**config.mk**
```make
export PLATFORM = sky130hd
export DESIGN_NAME = rpn_stack_calculator
export DESIGN_NICKNAME = d
export VERILOG_FILES = /design/src/rpn_pkg.sv /design/src/rpn_alu.sv /design/src/rpn_stack_mem.sv /design/src/rpn_stack_calculator.sv
export SDC_FILE = /design/constraint.sdc
export NUM_CORES = 2
export LEC_CHECK = 0
export ABC_CLOCK_PERIOD_IN_PS = 13790
export BUFFER_PORTS_ARGS = -buffer_cell sky130_fd_sc_hd__buf_2
export CAP_MARGIN = 20
export CORE_MARGIN = 2
export CORE_UTILIZATION = 45
export CTS_BUF_LIST = sky130_fd_sc_hd__clkbuf_8
export DETAILED_ROUTE_END_ITERATION = 7
export PLACE_DENSITY = 0.69
export SLEW_MARGIN = 15
export SYNTH_ARGS = -nofsm -noshare
export SYNTH_HDL_FRONTEND = slang
export SYNTH_SLANG_ARGS = --single-unit
```
**constraint.sdc**
```tcl
create_clock -name clk -period 13.79 [get_ports clk]
set_input_delay 1.379 -clock clk [delete_from_list [all_inputs] [get_ports clk]]
set_output_delay 1.379 -clock clk [all_outputs]
set_load 0.01 [all_outputs]
```
**src/rpn_pkg.sv**
```systemverilog
`default_nettype none

package rpn_pkg;

  // Data word and iteration counter sizes
  localparam int WORD_W = 64;
  localparam int STEP_W = $clog2(WORD_W);

  // Default stack size
  localparam int STACK_DEPTH_DEF = 16;

  // Command codes
  localparam logic [2:0] CMD_PUSH = 3'd0;
  localparam logic [2:0] CMD_ADD  = 3'd1;
  localparam logic [2:0] CMD_SUB  = 3'd2;
  localparam logic [2:0] CMD_MUL  = 3'd3;
  localparam logic [2:0] CMD_DIV  = 3'd4;

  // Status codes reported with each result
  typedef enum logic [1:0] {
    ST_DONE = 2'd0,
    ST_FEW  = 2'd1,
    ST_DIV0 = 2'd2,
    ST_FULL = 2'd3
  } status_t;

  // Sequencer states
  typedef enum logic [2:0] {
    S_IDLE,
    S_EXEC,
    S_MUL,
    S_NEGB,
    S_DIV,
    S_NEGQ,
    S_WRITE
  } state_t;

  // Stack update applied at write-back
  typedef enum logic [1:0] {
    WR_NONE,
    WR_PUSH,
    WR_OP
  } wr_kind_t;

endpackage

`default_nettype wire

```
**src/rpn_alu.sv**
```systemverilog
`default_nettype none

module rpn_alu (
  input  wire logic [rpn_pkg::WORD_W-1:0] a,
  input  wire logic [rpn_pkg::WORD_W-1:0] b,
  input  wire logic                       sub,
  output logic      [rpn_pkg::WORD_W-1:0] sum,
  output logic                            carry
);

  logic [rpn_pkg::WORD_W:0] full;
  logic [rpn_pkg::WORD_W-1:0] b_in;

  // Invert b and add one for subtract; carry high means a >= b unsigned
  assign b_in  = sub ? ~b : b;
  assign full  = {1'b0, a} + {1'b0, b_in} + {{rpn_pkg::WORD_W{1'b0}}, sub};
  assign sum   = full[rpn_pkg::WORD_W-1:0];
  assign carry = full[rpn_pkg::WORD_W];

endmodule

`default_nettype wire

```
**src/rpn_stack_mem.sv**
```systemverilog
`default_nettype none

module rpn_stack_mem #(
  parameter int DEPTH = rpn_pkg::STACK_DEPTH_DEF,
  parameter int AW    = $clog2(DEPTH)
) (
  input  wire logic                       clk,
  input  wire logic                       wr_en,
  input  wire logic [AW-1:0]              wr_addr,
  input  wire logic [rpn_pkg::WORD_W-1:0] wr_data,
  input  wire logic                       rd_en,
  input  wire logic [AW-1:0]              rd_addr,
  output logic      [rpn_pkg::WORD_W-1:0] rd_data
);

  logic [rpn_pkg::WORD_W-1:0] mem [DEPTH];

  // Write port
  always_ff @(posedge clk) begin
    if (wr_en) begin
      mem[wr_addr] <= wr_data;
    end
  end

  // Registered read port
  always_ff @(posedge clk) begin
    if (rd_en) begin
      rd_data <= mem[rd_addr];
    end
  end

endmodule

`default_nettype wire

```
**src/rpn_stack_calculator.sv**
```systemverilog
`default_nettype none

// Push, add, subtract and ignored commands: busy in execute and write-back, then done.
// Multiply: one shift-add step per cycle through the shared adder.
// Divide: one restoring step per cycle plus sign fixes on the same adder.
// A new command may transfer in the cycle that done is high; done lasts one cycle, no stall.
// Synchronous active-high reset empties the stack and clears the last result.
module rpn_stack_calculator #(
  parameter int STACK_DEPTH = rpn_pkg::STACK_DEPTH_DEF
) (
  input  wire logic                              clk,
  input  wire logic                              rst,
  input  wire logic                              start,
  input  wire logic        [2:0]                 command,
  input  wire logic signed [rpn_pkg::WORD_W-1:0] push_value,
  output logic                                   busy,
  output logic                                   done,
  output logic signed      [rpn_pkg::WORD_W-1:0] top_value,
  output logic             [4:0]                 depth,
  output logic signed      [rpn_pkg::WORD_W-1:0] last_result,
  output logic             [1:0]                 status
);

  localparam int W  = rpn_pkg::WORD_W;
  localparam int CW = $clog2(STACK_DEPTH + 1);
  localparam int AW = $clog2(STACK_DEPTH);

  rpn_pkg::state_t   state, state_next;
  rpn_pkg::wr_kind_t wr_kind;
  rpn_pkg::status_t  step_status;

  logic [CW-1:0]     count;
  logic [CW-1:0]     count_next;
  logic [CW-1:0]     count_m2;
  logic [CW+4:0]     depth_ext;
  logic [W-1:0]      top_reg;
  logic [W-1:0]      top_next;
  logic [W-1:0]      last_value;
  logic [2:0]        cmd;
  logic [W-1:0]      value;
  logic [W-1:0]      res;
  logic [W-1:0]      reg_a;
  logic [W-1:0]      reg_b;
  logic [W-1:0]      reg_c;
  logic              neg_q;
  logic [rpn_pkg::STEP_W-1:0] step_cnt;
  logic              last_step;
  logic [W-1:0]      div_shift;

  logic              ops_ok;
  logic              is_full;
  logic              div_zero;

  logic [W-1:0]      alu_a;
  logic [W-1:0]      alu_b;
  logic              alu_sub;
  logic [W-1:0]      alu_sum;
  logic              alu_carry;

  logic              rd_en;
  logic [W-1:0]      rd_data;
  logic              wr_en;
  logic [AW-1:0]     wr_addr;

  assign busy      = (state != rpn_pkg::S_IDLE);
  assign count_m2  = count - CW'(2);
  assign ops_ok    = (count >= CW'(2));
  assign is_full   = (count >= CW'(STACK_DEPTH));
  assign div_zero  = (top_reg == '0);
  assign last_step = (step_cnt == rpn_pkg::STEP_W'(W - 1));
  assign div_shift = {reg_a[W-2:0], reg_b[W-1]};

  rpn_alu u_alu (
    .a     (alu_a),
    .b     (alu_b),
    .sub   (alu_sub),
    .sum   (alu_sum),
    .carry (alu_carry)
  );

  rpn_stack_mem #(
    .DEPTH (STACK_DEPTH),
    .AW    (AW)
  ) u_mem (
    .clk     (clk),
    .wr_en   (wr_en),
    .wr_addr (wr_addr),
    .wr_data (top_next),
    .rd_en   (rd_en),
    .rd_addr (count_m2[AW-1:0]),
    .rd_data (rd_data)
  );

  // State register
  always_ff @(posedge clk) begin
    if (rst) begin
      state <= rpn_pkg::S_IDLE;
    end else begin
      state <= state_next;
    end
  end

  // Next state
  always_comb begin
    state_next = state;
    case (state)
      rpn_pkg::S_IDLE: begin
        if (start) begin
          state_next = rpn_pkg::S_EXEC;
        end
      end
      rpn_pkg::S_EXEC: begin
        state_next = rpn_pkg::S_WRITE;
        if (ops_ok && cmd == rpn_pkg::CMD_MUL) begin
          state_next = rpn_pkg::S_MUL;
        end else if (ops_ok && cmd == rpn_pkg::CMD_DIV && !div_zero) begin
          state_next = rpn_pkg::S_NEGB;
        end
      end
      rpn_pkg::S_MUL: begin
        if (last_step) begin
          state_next = rpn_pkg::S_WRITE;
        end
      end
      rpn_pkg::S_NEGB:  state_next = rpn_pkg::S_DIV;
      rpn_pkg::S_DIV: begin
        if (last_step) begin
          state_next = rpn_pkg::S_NEGQ;
        end
      end
      rpn_pkg::S_NEGQ:  state_next = rpn_pkg::S_WRITE;
      rpn_pkg::S_WRITE: state_next = rpn_pkg::S_IDLE;
      default:          state_next = rpn_pkg::S_IDLE;
    endcase
  end

  // Shared adder operands and memory strobes
  always_comb begin
    alu_a   = '0;
    alu_b   = '0;
    alu_sub = 1'b0;
    rd_en   = 1'b0;
    wr_en   = 1'b0;
    case (state)
      rpn_pkg::S_IDLE: begin
        rd_en = start && ops_ok;
      end
      rpn_pkg::S_EXEC: begin
        if (cmd == rpn_pkg::CMD_DIV) begin
          alu_b   = rd_data;
          alu_sub = 1'b1;
        end else begin
          alu_a   = rd_data;
          alu_b   = top_reg;
          alu_sub = (cmd == rpn_pkg::CMD_SUB);
        end
      end
      rpn_pkg::S_MUL: begin
        alu_a = reg_a;
        alu_b = reg_b;
      end
      rpn_pkg::S_NEGB: begin
        alu_b   = reg_c;
        alu_sub = 1'b1;
      end
      rpn_pkg::S_DIV: begin
        alu_a   = div_shift;
        alu_b   = reg_c;
        alu_sub = 1'b1;
      end
      rpn_pkg::S_NEGQ: begin
        alu_b   = reg_b;
        alu_sub = 1'b1;
      end
      rpn_pkg::S_WRITE: begin
        wr_en = (wr_kind != rpn_pkg::WR_NONE);
      end
      default: begin
        alu_a = '0;
      end
    endcase
  end

  // Write-back values
  always_comb begin
    count_next = count;
    top_next   = top_reg;
    wr_addr    = count_m2[AW-1:0];
    case (wr_kind)
      rpn_pkg::WR_PUSH: begin
        count_next = count + CW'(1);
        top_next   = value;
        wr_addr    = count[AW-1:0];
      end
      rpn_pkg::WR_OP: begin
        count_next = count - CW'(1);
        top_next   = res;
      end
      default: begin
        count_next = count;
      end
    endcase
  end

  assign depth_ext = (CW + 5)'(count_next);

  // Capture the command on transfer, then run the datapath
  always_ff @(posedge clk) begin
    case (state)
      rpn_pkg::S_IDLE: begin
        if (start) begin
          cmd   <= command;
          value <= push_value;
        end
      end
      rpn_pkg::S_EXEC: begin
        step_cnt    <= '0;
        wr_kind     <= rpn_pkg::WR_NONE;
        step_status <= rpn_pkg::ST_DONE;
        case (cmd)
          rpn_pkg::CMD_PUSH: begin
            if (is_full) begin
              step_status <= rpn_pkg::ST_FULL;
            end else begin
              wr_kind <= rpn_pkg::WR_PUSH;
            end
          end
          rpn_pkg::CMD_ADD, rpn_pkg::CMD_SUB: begin
            if (!ops_ok) begin
              step_status <= rpn_pkg::ST_FEW;
            end else begin
              wr_kind <= rpn_pkg::WR_OP;
              res     <= alu_sum;
            end
          end
          rpn_pkg::CMD_MUL: begin
            if (!ops_ok) begin
              step_status <= rpn_pkg::ST_FEW;
            end else begin
              wr_kind <= rpn_pkg::WR_OP;
              reg_a   <= '0;
              reg_b   <= rd_data;
              reg_c   <= top_reg;
            end
          end
          rpn_pkg::CMD_DIV: begin
            if (!ops_ok) begin
              step_status <= rpn_pkg::ST_FEW;
            end else if (div_zero) begin
              step_status <= rpn_pkg::ST_DIV0;
            end else begin
              wr_kind <= rpn_pkg::WR_OP;
              reg_a   <= '0;
              reg_b   <= rd_data[W-1] ? alu_sum : rd_data;
              reg_c   <= top_reg;
              neg_q   <= rd_data[W-1] ^ top_reg[W-1];
            end
          end
          default: begin
            step_status <= rpn_pkg::ST_DONE;
          end
        endcase
      end
      // Shift-add: accumulate multiplicand where the multiplier bit is set
      rpn_pkg::S_MUL: begin
        if (reg_c[0]) begin
          reg_a <= alu_sum;
        end
        reg_b    <= {reg_b[W-2:0], 1'b0};
        reg_c    <= {1'b0, reg_c[W-1:1]};
        step_cnt <= step_cnt + rpn_pkg::STEP_W'(1);
        if (last_step) begin
          res <= reg_c[0] ? alu_sum : reg_a;
        end
      end
      // Take the divisor magnitude
      rpn_pkg::S_NEGB: begin
        if (reg_c[W-1]) begin
          reg_c <= alu_sum;
        end
      end
      // Restoring step: keep the trial remainder when no borrow
      rpn_pkg::S_DIV: begin
        reg_a    <= alu_carry ? alu_sum : div_shift;
        reg_b    <= {reg_b[W-2:0], alu_carry};
        step_cnt <= step_cnt + rpn_pkg::STEP_W'(1);
      end
      // Apply the quotient sign
      rpn_pkg::S_NEGQ: begin
        res <= neg_q ? alu_sum : reg_b;
      end
      rpn_pkg::S_WRITE: begin
        top_reg     <= top_next;
        top_value   <= (count_next == '0) ? '0 : top_next;
        depth       <= depth_ext[4:0];
        last_result <= (wr_kind == rpn_pkg::WR_OP) ? res : last_value;
        status      <= step_status;
      end
      default: begin
        step_cnt <= step_cnt;
      end
    endcase
  end

  // Stack count, last result and result strobe
  always_ff @(posedge clk) begin
    if (rst) begin
      count      <= '0;
      last_value <= '0;
      done       <= 1'b0;
    end else begin
      done <= (state == rpn_pkg::S_WRITE);
      if (state == rpn_pkg::S_WRITE) begin
        count <= count_next;
        if (wr_kind == rpn_pkg::WR_OP) begin
          last_value <= res;
        end
      end
    end
  end

endmodule

`default_nettype wire

```
# After elaboration in Yosys (flattened, before gate mapping)

Memory sizes are Yosys's and may differ from the RTL's. A register that Yosys moved wholly into a read port is not among the register bits.
Index checks and enable logic that the tools add are counted.

Memories: 1
Register bits: 606
Input port bits: 70
Logic and storage cells: 139
Bits in writable memories: 1024
Output and inout port bits: 137

Memories:

| memory    | words | bits a word | read ports | clocked after memory_dff | wr ports | RTL line            | source |
|---|---|---|---|---|---|---|---|
| u_mem.mem | 16    | 64          | 1          | 1                        | 1        | rpn_stack_mem.sv:16 | `logic [rpn_pkg::WORD_W-1:0] mem [DEPTH];` |

Equal/unequal tests: 23
Muxes and demuxes: 56
Bitwise logic cells: 3
Order comparisons: 2
Reduce and logical (&&, ||, !) cells: 28
Add/subtract/negate cells: 6

Operator list:

| kind                                                | number |
|---|---|
| 2-to-1 mux 64 bit                                   | 21 |
| one-hot mux 64 bit (3 select lines)                 | 6 |
| one-hot mux 64 bit (2 select lines)                 | 4 |
| adder 64 x 64 -> 65 bit                             | 1 |
| adder 65 x 1 -> 65 bit                              | 1 |
| zero test 64 bit                                    | 1 |
| NOT 64 bit                                          | 1 |
| one-hot mux 3 bit (6 select lines)                  | 1 |
| 2-to-1 mux 3 bit                                    | 5 |
| equality test 3 x 2 -> 1 bit, second input constant | 4 |
| equality test 3 bit, second input constant          | 4 |
| 2-to-1 mux 2 bit                                    | 6 |
| != test 3 bit, second input constant                | 4 |
| one-hot mux 2 bit (3 select lines)                  | 2 |
| one-hot mux 6 bit (2 select lines)                  | 1 |
| nonzero test 3 bit                                  | 4 |
| != test 2 bit, second input constant                | 5 |
| one-hot mux 5 bit (2 select lines)                  | 1 |
| AND reduction 5 bit                                 | 2 |
| AND reduction 4 bit                                 | 2 |
| OR reduction 2 bit                                  | 4 |
| 2-to-1 mux 1 bit                                    | 7 |
| adder 6 x 1 -> 6 bit, second input constant         | 1 |
| equality test 3 x 1 -> 1 bit, second input constant | 2 |
| other kinds (22)                                    | 28 |

# Logic depth before layout (Yosys ltp)

Depth in word-level cells: 12
Mapped depth: 23
Gate-level depth less buffers: 18

# Modules after synthesis

Synthesis repeated with hierarchy kept, for this count alone.

Cell total of the unflattened synthesis: 5081
Area total of the unflattened synthesis: 75273.4 um2

By module, submodules not included:

| module               | cells each | seq. area each (um2) | area each (um2) | times used |
|---|---|---|---|---|
| rpn_stack_mem        | 1647       | 32671.3              | 40223.6         | 1 |
| rpn_stack_calculator | 2776       | 17466.8              | 30466.7         | 1 |
| rpn_alu              | 658        | 0.0                  | 4583.1          | 1 |

# Worst setup path after synthesis

OpenSTA, ideal clock, no wires.

Path kind: reg2reg
Start point: reg count[1]
End point: reg reg_a[0] (enable)
Setup time: 0.793 ns
Setup slack: 2.488 ns
Clock period less this slack: 11.302 ns
Buffers on the path: 2
Stages on the path, launching flop included: 9
Data required time: 12.997 ns
Arrival: 10.509 ns
Cell sequence: dfxtp_1 clkbuf_1 inv_1 ha_1 clkbuf_1 nor3b_1 o31ai_1 o21ai_0 o21ai_0

Cells in the longest elaborated chain, start to end: 3
Elaborated cells on any way between the ends: 4
Classes of those cells: order compare: 1; eq/ne: 2; reduce/logical: 1

Ends and longest elaborated chain:

| what                            | RTL line                    | source |
|---|---|---|
| start: declaration              | rpn_stack_calculator.sv:32  | `logic [CW-1:0] count;` |
| start signal: assignment        | rpn_stack_calculator.sv:314 | `count <= count_next;` |
| >= comparator 5 x 2 -> 1 bit *  | rpn_stack_calculator.sv:67  | `assign ops_ok = (count >= CW'(2));` |
| != test 3 bit (no line)         | --                          |  |
| AND reduction 5 bit (no line) * | --                          |  |
| end signal: assignment          | rpn_stack_calculator.sv:267 | `reg_a <= alu_sum;` |
| end signal: assignment          | rpn_stack_calculator.sv:284 | `reg_a <= alu_carry ? alu_sum : div_shift;` |
| end: declaration                | rpn_stack_calculator.sv:42  | `logic [W-1:0] reg_a;` |

Mark *: on every way between the ends. The rest lies on a longest branch, timed or not.
A chain may end at the register's enable or synchronous reset.

# Worst setup path in the final report

Start point: reg state[0]
End point: reg reg_a[53] (data pin)

Cells in the longest elaborated chain, start to end: 9
Elaborated cells on any way between the ends: 18
Classes of those cells: add/sub: 2; eq/ne: 5; mux: 7; bitwise: 1; reduce/logical: 3

Ends and longest elaborated chain:

| what                                                 | RTL line                                                 | source |
|---|---|---|
| start: declaration                                   | rpn_stack_calculator.sv:28                               | `rpn_pkg::state_t state, state_next;` |
| start signal: assignment                             | rpn_stack_calculator.sv:97                               | `state <= rpn_pkg::S_IDLE;` |
| start signal: assignment                             | rpn_stack_calculator.sv:99                               | `state <= state_next;` |
| equality test 3 x 2 -> 1 bit (tied with other cells) | rpn_stack_calculator.sv:144, rpn_stack_calculator.sv:209 |  |
| OR reduction 2 bit (no line)                         | --                                                       |  |
| one-hot mux 64 bit (3 select lines)                  | rpn_stack_calculator.sv:144                              | `case (state)` |
| NOT 64 bit                                           | rpn_alu.sv:15                                            | `assign b_in = sub ? ~b : b;` |
| 2-to-1 mux 64 bit                                    | rpn_alu.sv:15                                            |  |
| adder 64 x 64 -> 65 bit                              | rpn_alu.sv:16                                            | `assign full = {1'b0, a} + {1'b0, b_in} + {{rpn_pkg::WORD_W{1'b0}}, sub};` |
| adder 65 x 1 -> 65 bit                               | rpn_alu.sv:16                                            |  |
| 2-to-1 mux 64 bit, on equally long branches          | rpn_stack_calculator.sv:284, rpn_stack_calculator.sv:266 |  |
| one-hot mux 64 bit (3 select lines) *                | rpn_stack_calculator.sv:209                              | `case (state)` |

Marks and branches as above.

==> summary.md <==
| Metric | Value |
|---|---|
| Status | complete, but fails checks |
| Failing checks | design-rule violations |
| Postcts setup bufs | 0 |
| TritonCTS clock tree | built |
| Crit path top cell by count | buf_4 |
| Total GRT Usage | 0.2740 |
| Worst-path maximum fanout | 64 |
| Core area | 0.1652 sq mm |
| Post-synth EDFFs | 1621 |
| Clock Skew | 0.08352 ns |
| Hold depth | 2 |
| Endpoint, Worst Hold | last_value[40] |
| CP arrival | 8.79 ns |
| Number of global-route vias before repair | 47160 |
| Static leakage | 0.02852 uW |
| Clock Tree Buf Depth | 4 |
| Later-pin clock latency in the skew report | 1.05 ns |
| Core Util, Final | 0.5095 |
| Non-Filler Instances | 7681 |
| Mapped Area | 0.07490 sq mm |
| FILL cells | 13610 |
| Slew headroom | 0.1552 |
| Routed WL | 236700 microns |
| Die width | 412.0 microns |
| CTS hold repair buffers | 0 |
| Critical Path Max Stage Delay | 0.89 ns |
| Async S/R FF share, synth | 0 |
| Root Driver | clkbuf_8 |
| Full die area | 0.1697 sq mm |
| Final Cycle Share | 0.5765 |
| Ys Warns | 0 |
| Placed Area | 0.07863 sq mm |
| Dpl cells | 7162 |
| Final-report hold violation count | 0 |
| Synth top area share | 0.6499 |
| Area delta synth->final | 12.36% |
| Final setup violation count | 0 |
| Htree depth | 5 |
| Starting Density | 0.4534 |
| DRC | 24 |
| First-pass GRT wire length | 335600 microns |
| Most area-hungry cell type in the Yosys netlist | edfxtp_1 |
| Final Net Count | 5424 |
| Clock transition at path regs | 0.06 ns |
| Max reg flops | 1024 |
| Hold path start | last_value[40] |
| Initial antenna violation count | 15 |
| Max-slew violation count | 0 |
| Synth area leaders | edfxtp_1, mux4_2, nand2_1, a222oi_1, dfxtp_1 |
| Hold/Removal Path Class | reg2reg |
| Worst reg2reg path endpoint | reg_a[53] |
| Commonest cells after routing, fill and taps aside | edfxtp_1, nand2_1, nor2_1 |
| Top Ports | 207 |
| Setup tns final | 0 ns |
| GPL Wtd Cong | 0.9945 |
| Max VDD drop | 0.1671 mV |
| Grt total ovfl | 0 |
| Syn nets | 5140 |
| Unrepaired setup endpoints after global routing | no |
| Post_cts resized | 0 |
| Worst-path cell chain | nor2_1 > nand2_1 > buf_4 > nand2_2 > buf_4 > a222oi_1 > xor2_1 > ha_1 > a211oi_1 > o21bai_1 > a21o_1 > a21oi_1 > a31oi_1 > a21oi_2 > a31oi_4 > buf_4 > and2_1 > a22oi_1 > o21ai_0 |
| #FFs+latches synth | 1694 |
| IO Port Bufs | 206 |
| Largest net degree at the start of global routing | 182 |
| Biggest register | u_mem.mem |
| WS Path Type | reg2reg |
| Fmax | 125.8 MHz |
| Die Y | 412.0 microns |
| Worst r2r src | state[0] |
| P per Cell Area | 231.9 mW/mm^2 |
| Worst path bufs/invs | 3 |
| CTS sink cnt | 1694 |
| Main synth FF type | edfxtp_1 |
| Worst R2R Setup Slack | 5.84 ns |
| Via Count | 48970 |
| Routed vias/inst | 6.375 |
| First DRT Iteration DRCs | 8267 |
| Tmin final | 7.950 ns |
| Layout cells sized above 1 | 0.2216 |
| Critical path's top delay family | compound AO/OA/AOI/OAI gates |
| Most common cell after layout, fill and taps aside | edfxtp_1 |
| CTS buffer count | 296 |
| Worst Max-Slew Pin Slew | 1.263 ns |
| Post-synth cell types | 86 |
| Max-Cap Viols | 0 |
| Sequential cell area fraction in the yosys report | 0.6694 |
| Cells after Synth | 4996 |
| # rows | 149 |
| Post-route ant nets | 0 |
| WP data required | 14.63 ns |
| DR WL/cell | 30.81 microns |
| R2R depth | 19 |
| Post-DP HPWL | 145300 microns |
| Crit path capture type | flip-flop |
| Pre-antenna DRT Iters | 8 |
| Crit path launch type | flip-flop |
| Total Power | 19520 uW |
| Slowest-stage cell, CP | dfxtp_1 |
| Synth Area per Inst | 14.99 sq um |
| Post-route cell area | 0.08416 sq mm |
## layer usage
layer / up-vias / GRT usage / wire, microns
li1: 20460 / - / -
met1: 24750 / 0.3814 / 91660
met2: 3249 / 0.4082 / 105900
met3: 509 / 0.07865 / 30390
met4: 2 / 0.1062 / 8699
met5: - / 0 / 11
## synth_stat cells, drive strengths merged, types with 13 or more instances
cell type,number
and2,14
o21bai,19
nand3,25
o22ai,24
nor2,374
mux2i,53
a21oi,245
inv,127
nor3,85
xor2,94
xnor2,43
a211oi,74
nor2b,13
o211ai,22
a21o,49
buf,52
o21ai,225
nor4,30
mux4,320
o21a,26
clkbuf,296
ha,72
a22oi,127
dfxtp,73
nand2,441
edfxtp,1621
a222oi,150
nand4,34
mux2,80
a31oi,47
and3,15
## power by group
part / switching, uW / leakage, uW / internal, uW
clock: 2050 / 0.00300 / 2230
combinational: 5410 / 0.0102 / 2340
sequential: 486 / 0.0153 / 7000
total: 7940 / 0.0285 / 11600
## metrics by stage
| stage | setup slack, ns | hold WS (ns) |
|---|---|---|
| 2_1_floorplan | 2.488 | 0.4003 |
| 3_3_place_gp | 6.358 | 0.4678 |
| 3_5_place_dp | 6.120 | 0.4641 |
| 4_1_cts | 6.082 | 0.4198 |
| 5_1_grt | 5.616 | 0.4843 |
| 6_report | 5.840 | 0.4913 |
## cells by family (layout without fill, tap and decap cells)
logic type	after synthesis	after routing	share of synthesized area
compound gates	1098	1098	0.1012
other cells	0	4	0
buf+inv	477	969	0.02459
mux	453	453	0.1153
flops	1694	1694	0.6694
xor+xnor	137	137	0.01602
fa+ha+maj	74	74	0.01256
simple gates	1063	1063	0.06083
## worst min-delay path, cell delays in order, from the launching register on
cell     delay (ns)
dfxtp_1        0.31
nor2_1         0.09
nor3_1         0.05
## worst max-delay path by stage
stage,start,to,slack [ns],cells past startpoint
final,state[0],reg_a[53],5.84,19
after global routing,state[0],reg_a[53],5.62,19
after CTS,state[0],reg_a[53],6.08,19
after detailed placement,state[0],reg_a[33],6.12,19
after global placement,state[0],reg_a[33],6.36,17
after floorplan,count[1],reg_a[0],2.49,8
## final cells by class
cell class,count,area [sq um],area share
Tap cell,2189,2739,0.03254
Antenna cell,4,10.01,0.0001189
Clock inverter,195,1047,0.01244
Sequential cell,1694,50150,0.5959
Inverter,129,493.0,0.005858
Multi-Input combinational cell,2825,23380,0.2778
Timing Repair Buffer,334,2062,0.02450
Clock buffer,311,4280,0.05086
Power figures use the tool's default switching activity.
